File: src/design/itoa_pkg.sv
// Shared constants and helpers for the integer to ASCII converter.
package itoa_pkg;

  localparam int unsigned VALUE_BITS_DEF = 32;
  localparam int unsigned RADIX_W        = 6;
  localparam int unsigned CHAR_W         = 8;

  localparam logic [RADIX_W-1:0] RADIX_MIN = 6'd2;
  localparam logic [RADIX_W-1:0] RADIX_MAX = 6'd36;
  localparam logic [RADIX_W-1:0] RADIX_DEC = 6'd10;
  localparam logic [RADIX_W-1:0] RADIX_HEX = 6'd16;
  localparam logic [RADIX_W-1:0] DIGIT_MAX = 6'd9;

  localparam logic [CHAR_W-1:0] CHAR_ZERO  = 8'h30;  // '0'
  localparam logic [CHAR_W-1:0] CHAR_A     = 8'h61;  // 'a'
  localparam logic [CHAR_W-1:0] CHAR_X     = 8'h78;  // 'x'
  localparam logic [CHAR_W-1:0] CHAR_MINUS = 8'h2d;  // '-'

  function automatic logic [RADIX_W-1:0] clamp_radix(input logic [RADIX_W-1:0] r);
    logic [RADIX_W-1:0] res;
    res = r;
    if (r < RADIX_MIN) res = RADIX_MIN;
    if (r > RADIX_MAX) res = RADIX_MAX;
    return res;
  endfunction

  function automatic logic [CHAR_W-1:0] digit_char(input logic [RADIX_W-1:0] d);
    logic [CHAR_W-1:0] res;
    if (d > DIGIT_MAX) res = CHAR_A + CHAR_W'(d) - CHAR_W'(DIGIT_MAX) - 8'd1;
    else res = CHAR_ZERO + CHAR_W'(d);
    return res;
  endfunction

endpackage

File: src/design/itoa_in_if.sv
// Input channel: integer value and radix with valid/ready.
interface itoa_in_if #(
  parameter int unsigned VALUE_BITS = itoa_pkg::VALUE_BITS_DEF
);
  import itoa_pkg::*;

  logic                         valid;
  logic                         ready;
  logic signed [VALUE_BITS-1:0] value;
  logic        [RADIX_W-1:0]    radix;

  modport source (output valid, output value, output radix, input ready);
  modport sink   (input valid, input value, input radix, output ready);
endinterface

File: src/design/itoa_out_if.sv
// Output channel: one ASCII character per transaction, with last flag.
interface itoa_out_if;
  import itoa_pkg::*;

  logic              valid;
  logic              ready;
  logic [CHAR_W-1:0] character;
  logic              last;

  modport source (output valid, output character, output last, input ready);
  modport sink   (input valid, input character, input last, output ready);
endinterface

File: src/design/itoa_div.sv
// Bit-serial restoring divider: VALUE_BITS-bit dividend by a 6-bit radix.
module itoa_div #(
  parameter int unsigned VALUE_BITS = itoa_pkg::VALUE_BITS_DEF
) (
  input  logic                             clk_i,
  input  logic                             rst_ni,
  input  logic                             start_i,
  input  logic [VALUE_BITS-1:0]            dividend_i,
  input  logic [itoa_pkg::RADIX_W-1:0]     divisor_i,
  output logic                             done_o,
  output logic [VALUE_BITS-1:0]            quot_o,
  output logic [itoa_pkg::RADIX_W-1:0]     rem_o
);
  import itoa_pkg::*;

  localparam int unsigned CNT_W = (VALUE_BITS > 1) ? $clog2(VALUE_BITS) : 1;

  logic                  busy_q, done_q;
  logic [CNT_W-1:0]      cnt_q;
  logic [VALUE_BITS-1:0] quo_q, quo_d;
  logic [RADIX_W-1:0]    rem_q, rem_d;
  logic [RADIX_W-1:0]    div_q;
  logic [RADIX_W:0]      rem_sh;
  logic [RADIX_W-1:0]    rem_sub;
  logic                  ge;

  // One quotient bit per cycle, MSB first; partial remainder stays below the radix
  always_comb begin
    rem_sh  = {rem_q, quo_q[VALUE_BITS-1]};
    ge      = rem_sh >= {1'b0, div_q};
    // difference is below the radix when taken, so the low bits suffice
    rem_sub = rem_sh[RADIX_W-1:0] - div_q;
    rem_d   = ge ? rem_sub : rem_sh[RADIX_W-1:0];
    quo_d   = {quo_q[VALUE_BITS-2:0], ge};
  end

  always_ff @(posedge clk_i or negedge rst_ni) begin
    if (!rst_ni) begin
      busy_q <= 1'b0;
      done_q <= 1'b0;
      cnt_q  <= '0;
    end else begin
      done_q <= 1'b0;
      if (start_i && !busy_q) begin
        busy_q <= 1'b1;
        cnt_q  <= CNT_W'(VALUE_BITS - 1);
      end else if (busy_q) begin
        cnt_q <= cnt_q - 1'b1;
        if (cnt_q == '0) begin
          busy_q <= 1'b0;
          done_q <= 1'b1;
        end
      end
    end
  end

  always_ff @(posedge clk_i) begin
    if (start_i && !busy_q) begin
      quo_q <= dividend_i;
      rem_q <= '0;
      div_q <= divisor_i;
    end else if (busy_q) begin
      quo_q <= quo_d;
      rem_q <= rem_d;
    end
  end

  assign done_o = done_q;
  assign quot_o = quo_q;
  assign rem_o  = rem_q;

endmodule

File: src/design/integer_to_ascii_radix.sv
// Top level: converts an integer to its ASCII text in a radix from 2 to 36.
//
// in_i carries value and radix; a transaction is taken only while the block
// is idle. out_o delivers the text one character per transaction, most
// significant first, with last set on the final character. Base 10 negative
// values get a leading '-', nonzero base 16 text gets a "0x" prefix, zero is "0".
//
// Digits come from a bit-serial divider: each digit takes VALUE_BITS
// iterations of the shared restoring divider plus a start and a write-back
// step. Characters are pushed onto a register stack LSD first and then
// popped at one per cycle while the receiver holds ready high. The next
// number is accepted in the cycle after the last character is taken.
//
// Reset returns the control to idle and empties the stack. When the
// receiver holds ready low the current character stays on out_o and the
// block waits; nothing is dropped.
module integer_to_ascii_radix #(
  parameter int unsigned VALUE_BITS = itoa_pkg::VALUE_BITS_DEF
) (
  input  logic        clk_i,
  input  logic        rst_ni,
  itoa_in_if.sink     in_i,
  itoa_out_if.source  out_o
);
  import itoa_pkg::*;

  localparam int unsigned DEPTH = VALUE_BITS;
  localparam int unsigned CNT_W = $clog2(DEPTH + 1);

  typedef enum logic [2:0] {
    ST_IDLE,
    ST_DIV_GO,
    ST_DIV_WAIT,
    ST_SIGN,
    ST_HEX_X,
    ST_HEX_0,
    ST_EMIT
  } state_e;

  state_e                state_q;
  logic [VALUE_BITS-1:0] mag_q;
  logic [RADIX_W-1:0]    base_q;
  logic                  neg_q;
  logic [CNT_W-1:0]      cnt_q;
  logic [CHAR_W-1:0]     stack_q [DEPTH];

  logic [RADIX_W-1:0]    base_in;
  logic                  neg_in;
  logic [VALUE_BITS-1:0] value_u, mag_in;
  logic                  in_acc, out_acc;
  logic                  push_en;
  logic [CHAR_W-1:0]     push_ch;
  logic                  div_start, div_done;
  logic [VALUE_BITS-1:0] div_quot;
  logic [RADIX_W-1:0]    div_rem;

  itoa_div #(.VALUE_BITS(VALUE_BITS)) u_div (
    .clk_i      (clk_i),
    .rst_ni     (rst_ni),
    .start_i    (div_start),
    .dividend_i (mag_q),
    .divisor_i  (base_q),
    .done_o     (div_done),
    .quot_o     (div_quot),
    .rem_o      (div_rem)
  );

  assign in_i.ready      = (state_q == ST_IDLE);
  assign in_acc          = in_i.valid && in_i.ready;
  assign out_o.valid     = (state_q == ST_EMIT);
  assign out_o.character = stack_q[0];
  assign out_o.last      = (cnt_q == CNT_W'(1));
  assign out_acc         = out_o.valid && out_o.ready;
  assign div_start       = (state_q == ST_DIV_GO);

  always_comb begin
    value_u = VALUE_BITS'(in_i.value);
    base_in = clamp_radix(in_i.radix);
    neg_in  = (base_in == RADIX_DEC) && value_u[VALUE_BITS-1];
    mag_in  = neg_in ? (~value_u + 1'b1) : value_u;
  end

  always_comb begin
    push_en = 1'b0;
    push_ch = CHAR_ZERO;
    case (state_q)
      ST_IDLE: begin
        push_en = in_acc && (value_u == '0);
        push_ch = CHAR_ZERO;
      end
      ST_DIV_WAIT: begin
        push_en = div_done;
        push_ch = digit_char(div_rem);
      end
      ST_SIGN: begin
        push_en = 1'b1;
        push_ch = CHAR_MINUS;
      end
      ST_HEX_X: begin
        push_en = 1'b1;
        push_ch = CHAR_X;
      end
      ST_HEX_0: begin
        push_en = 1'b1;
        push_ch = CHAR_ZERO;
      end
      default: begin
        push_en = 1'b0;
        push_ch = CHAR_ZERO;
      end
    endcase
  end

  always_ff @(posedge clk_i or negedge rst_ni) begin
    if (!rst_ni) begin
      state_q <= ST_IDLE;
      cnt_q   <= '0;
      neg_q   <= 1'b0;
    end else begin
      if (push_en) cnt_q <= cnt_q + 1'b1;
      else if (out_acc) cnt_q <= cnt_q - 1'b1;
      case (state_q)
        ST_IDLE: begin
          if (in_acc) begin
            neg_q   <= neg_in;
            state_q <= (value_u == '0) ? ST_EMIT : ST_DIV_GO;
          end
        end
        ST_DIV_GO: state_q <= ST_DIV_WAIT;
        ST_DIV_WAIT: begin
          if (div_done) begin
            if (div_quot != '0) state_q <= ST_DIV_GO;
            else if (neg_q) state_q <= ST_SIGN;
            else if (base_q == RADIX_HEX) state_q <= ST_HEX_X;
            else state_q <= ST_EMIT;
          end
        end
        ST_SIGN:  state_q <= ST_EMIT;
        ST_HEX_X: state_q <= ST_HEX_0;
        ST_HEX_0: state_q <= ST_EMIT;
        ST_EMIT: begin
          if (out_acc && cnt_q == CNT_W'(1)) state_q <= ST_IDLE;
        end
        default: state_q <= ST_IDLE;
      endcase
    end
  end

  // Working magnitude and radix
  always_ff @(posedge clk_i) begin
    if (in_acc) begin
      mag_q  <= mag_in;
      base_q <= base_in;
    end else if (state_q == ST_DIV_WAIT && div_done) begin
      mag_q <= div_quot;
    end
  end

  // Character stack: push at the top, pop from the top
  always_ff @(posedge clk_i) begin
    if (push_en) begin
      stack_q[0] <= push_ch;
      for (int i = 1; i < DEPTH; i++) stack_q[i] <= stack_q[i-1];
    end else if (out_acc) begin
      for (int i = 0; i < DEPTH - 1; i++) stack_q[i] <= stack_q[i+1];
    end
  end

endmodule

File: src/flat_wrapper.sv
// flat-port wrapper written by rule: the top's interface ports become plain ports
module integer_to_ascii_radix_flat import itoa_pkg::*;
#(
  parameter int unsigned VALUE_BITS = itoa_pkg::VALUE_BITS_DEF
)
  (clk_i, rst_ni, in_i_valid, in_i_value, in_i_radix, in_i_ready, out_o_valid, out_o_character, out_o_last, out_o_ready);
  itoa_in_if #(.VALUE_BITS(VALUE_BITS)) in_i_i ();
  itoa_out_if out_o_i ();
  input  logic clk_i;
  input  logic rst_ni;
  input wire logic [$bits(in_i_i.valid)-1:0] in_i_valid;
  input wire logic [$bits(in_i_i.value)-1:0] in_i_value;
  input wire logic [$bits(in_i_i.radix)-1:0] in_i_radix;
  output wire logic [$bits(in_i_i.ready)-1:0] in_i_ready;
  output wire logic [$bits(out_o_i.valid)-1:0] out_o_valid;
  output wire logic [$bits(out_o_i.character)-1:0] out_o_character;
  output wire logic [$bits(out_o_i.last)-1:0] out_o_last;
  input wire logic [$bits(out_o_i.ready)-1:0] out_o_ready;
  assign in_i_i.valid = in_i_valid;
  assign in_i_i.value = in_i_value;
  assign in_i_i.radix = in_i_radix;
  assign in_i_ready = in_i_i.ready;
  assign out_o_valid = out_o_i.valid;
  assign out_o_character = out_o_i.character;
  assign out_o_last = out_o_i.last;
  assign out_o_i.ready = out_o_ready;
  integer_to_ascii_radix #(.VALUE_BITS(VALUE_BITS)) u_core (.clk_i(clk_i), .rst_ni(rst_ni), .in_i(in_i_i), .out_o(out_o_i));
endmodule
File: config.mk
export PLATFORM = sky130hd
export DESIGN_NAME = integer_to_ascii_radix_flat
export DESIGN_NICKNAME = d
export VERILOG_FILES = /design/src/design/itoa_pkg.sv /design/src/design/itoa_in_if.sv /design/src/design/itoa_out_if.sv /design/src/design/itoa_div.sv /design/src/design/integer_to_ascii_radix.sv /design/src/flat_wrapper.sv
export SDC_FILE = /design/constraint.sdc
export NUM_CORES = 1
export LEC_CHECK = 0
export BUFFER_PORTS_ARGS = -buffer_cell sky130_fd_sc_hd__clkbuf_2
export CORE_MARGIN = 3
export CORE_UTILIZATION = 26
export DETAILED_ROUTE_END_ITERATION = 8
export HOLD_SLACK_MARGIN = 0.15
export MAX_ROUTING_LAYER = met4
export PLACE_DENSITY = 0.4
export SYNTH_ARGS = -nofsm -noshare
export SYNTH_HDL_FRONTEND = slang
export SYNTH_SLANG_ARGS = --single-unit
File: constraint.sdc
create_clock -name clk_i -period 11.66 [get_ports clk_i]
set_input_delay 0.583 -clock clk_i [delete_from_list [all_inputs] [get_ports clk_i]]
set_output_delay 0.583 -clock clk_i [all_outputs]
set_load 0.02 [all_outputs]
==> flow_summary.yaml <==
place:
  gp_congestion: 0.805
  port_buffers: 52
  dp_hpwl_um: 21700
  placed_area_mm2: 0.0176
floorplanning:
  dieArea_mm2: 0.0670
  initial_core_util_pct: 26.3
  coreArea_mm2: 0.0632
  rows: 92
  die-width_um: 259
  fp.dieH_um: 259
  boundaryPins: 53
power_and_ir_drop:
  ir_drop_v: 0.000123
  pwr-share-seq_pct: 48.2
  p_leak_nw: 7.46
  comb_power_share_pct: 28.9
  p_sw_w: 0.00177
  internal_power_w: 0.00376
  switching_share_pct: 32.0
  fin_total_pwr_w: 0.00554
  clockPowerShare_pct: 22.9
  cellPowerDensity_mw_per_mm2: 292
sta:
  tns_ns: 0
  hold_viol_final: 0
  report.final.slew_viol_count: 0
  max_freq_ghz: 0.196
  timing.slew.headroom_pct: 27.9
  fin_crit_ns: 5.09
  grt_setup_unrepaired: "no"
  worst_slew_pin_slew_ns: 1.08
  finClkSkew_ns: 0.0186
  finalSetupViolations: 0
  whs_ns: 0.325
  fin_crit_sh_pct: 43.7
finish:
  finalInstanceArea_mm2: 0.0190
  layout-drive-gt1-share_pct: 16.1
  nNetsFinal: 1503
  final_common_cell: "nand2_1"
  synthToLayoutAreaGrowth_pct: 14.2
  final_cell_mix: "560 x nand2_1, 332 x edfxtp_1, 79 x mux2_4"
  final_util_pct: 30.0
flow_run:
  drv_cap: 0
status:
  status: "complete, no violations"
hold_path:
  holdPathStages: 1
  whs_endpoint: "u_core.base_q[5]"
  hold_path.class: "in2reg"
  hold_start: "in_i_radix[5]"
cts:
  clock_sinks: 355
  cts_tree: "done"
  clk_latency_ns: 0.55
  clockBufferDepth: 3
  path_clk_slew_ns: 0.06
  cts_root_buf: "clkbuf_16"
  cts_buffers: 43
  ctsHtreeMaxLevel: 2
grt:
  grt_pass1_wl_um: 57000
  grt_pass1_vias: 10266
  grt_antenna_before_repair: 1
  grt_max_degree: 103
  grt.overflow.total: 0
  grt_usage_pct: 10.8
worst_setup_path:
  r2r-start: "u_core.state_q[0]"
  worstSetupStartpointType: "flip-flop"
  r2r_end: "u_core.stack_q[0][205]"
  end_kind: "flip-flop"
  r2r_slack_ns: 6.57
  ff2ff_path_depth: 6
  cp.arrival_ns: 5.26
  crit_required_ns: 11.82
  critPathKind: "reg2reg"
  cp_max_fo: 80
detailed_routing:
  drc_errors: 0
  ant_nets: 0
  vias: 10074
  finalWirelength_um: 35000
  routedWlPerCell_um: 15.1
  vias_per_cell: 4.34
  drt_first_pass_iters: 4
  drt_iter0_drc: 571
yosys:
  synthesis.nets: 1471
  syn_area_mm2: 0.0166
  yosys_warnings: 0
  synth_cells: 1411
  async_flop_share_pct: 4.79
  synth_cell_types: 70
  syn_avg_cell_area_um2: 11.8
  ys_seq_area_share_pct: 63.3
  ys.flop_type: "edfxtp_1"
  synth_seq_cells: 355
  synth_edf_count: 332
power groups by stage:
stage | clock network [W] | registers [W] | logic, W
2_1_floorplan | 0 | 0.00270 | 0.00135
3_3_place_gp | 0 | 0.00269 | 0.00161
3_5_place_dp | 0 | 0.00269 | 0.00164
4_1_cts | 0.00132 | 0.00267 | 0.00164
5_1_grt | 0.00137 | 0.00275 | 0.00181
6_report | 0.00127 | 0.00267 | 0.00160
critical path: stages (launching register included):
cell       delay [ns]
dfrtp_1          0.57
or4b_4           0.90
nor4b_2          0.33
nand4bb_1        0.32
nand3_4          0.65
buf_4            0.93
buf_4            0.87
timing repair:
action | 4_1_cts | 5_1_grt
endpoints found under the hold margin | 17 | 0
hold buffers | 1 | 0
endpoints found under the setup margin | 0 | 0
buffers inserted | 0 | 0
resized for setup | 0 | 0
worst max path at each step:
stage / start / to / depth (start not counted)
4_1_cts: u_core.state_q[0] / u_core.stack_q[0][119] / 6
5_1_grt: u_core.state_q[0] / u_core.stack_q[0][119] / 6
2_1_floorplan: in_i_value[0] / u_core.stack_q[0][0] / 6
3_3_place_gp: u_core.state_q[0] / u_core.stack_q[0][241] / 6
3_5_place_dp: u_core.state_q[0] / u_core.stack_q[0][233] / 6
6_report: u_core.state_q[0] / u_core.stack_q[0][205] / 6
logic make-up after synthesis:
family / after synthesis / share of synthesized area, %
muxes: 110 / 9.20
xor gates and xnor gates: 42 / 2.21
AOI/OAI and AO/OA: 118 / 4.42
and+or+nand+nor: 662 / 16.3
buffers and inverters: 105 / 3.09
DFF: 355 / 63.3
adders and majority gates: 19 / 1.46
registers in the layout, indices dropped and copies added (netlist names), 3 cells and up:
| register | flops |
|---|---|
| u_core.base_q | 6 |
| u_core.cnt_q | 6 |
| u_core.mag_q | 32 |
| u_core.stack_q | 256 |
| u_core.state_q | 3 |
| u_core.u_div.cnt_q | 5 |
| u_core.u_div.div_q | 6 |
| u_core.u_div.quot_o | 32 |
| u_core.u_div.rem_o | 6 |
stage by stage:
step                instances  setup WS [ns]
floorplan                1411           2.30
global placement         2243           6.55
detailed placement       2243           6.47
CTS                      2322           6.46
global route             2323           6.16
finish                   2323           6.57
synthesized netlist by cell type, types with 2 or more instances:
master    count  area share [%]
a21o_1        2           0.090
a21oi_1      20            0.60
a22o_1        5            0.26
a31oi_1       3            0.11
and2_1        4            0.15
and3b_1       2            0.11
buf_1         7            0.16
buf_2         2           0.060
buf_4         9            0.41
buf_6        11            0.75
clkbuf_1     47             1.1
dfrtp_1      17             2.6
dfxtp_1       6            0.72
edfxtp_1    332              60
ha_1         17             1.3
inv_1        28            0.63
mux2_2       26             1.8
mux2_4       79             7.1
mux2i_1       5            0.30
nand2_1     562              13
nand2b_1      5            0.19
nand3_1       4            0.12
nand4_1       3            0.11
nor2_1       31            0.70
nor2b_1       5            0.19
nor3_1       10            0.30
nor4_1       17            0.64
nor4b_1       4            0.21
o211ai_1      2           0.090
o21ai_0      52             1.6
o21bai_1      2           0.090
o22ai_1       4            0.15
o311a_1       2            0.12
o31ai_1       5            0.23
o32ai_1       2            0.11
o41ai_1       3            0.16
or4_1         3            0.14
xnor2_1      23             1.2
xor2_1       19             1.0
metal layers:
layer	up-vias	global-route usage (%)	routed length [µm]
met3	48	2.27	1480
li1	4978	-	-
met5	-	-	0
met2	145	16.8	16100
met4	0	3.05	603
met1	4903	14.2	16900
final cells by class:
| cell class | count | area (µm²) |
|---|---|---|
| fill | 6509 | 44200 |
| sequential | 355 | 10500 |
| multi-input combinational | 951 | 5610 |
| clock buffer | 56 | 1160 |
| tap | 846 | 1060 |
| timing repair buffer | 63 | 345 |
| clock inverter | 22 | 170 |
| inverter | 29 | 109 |
| antenna | 1 | 2.50 |
Power figures use the tool's default switching activity.
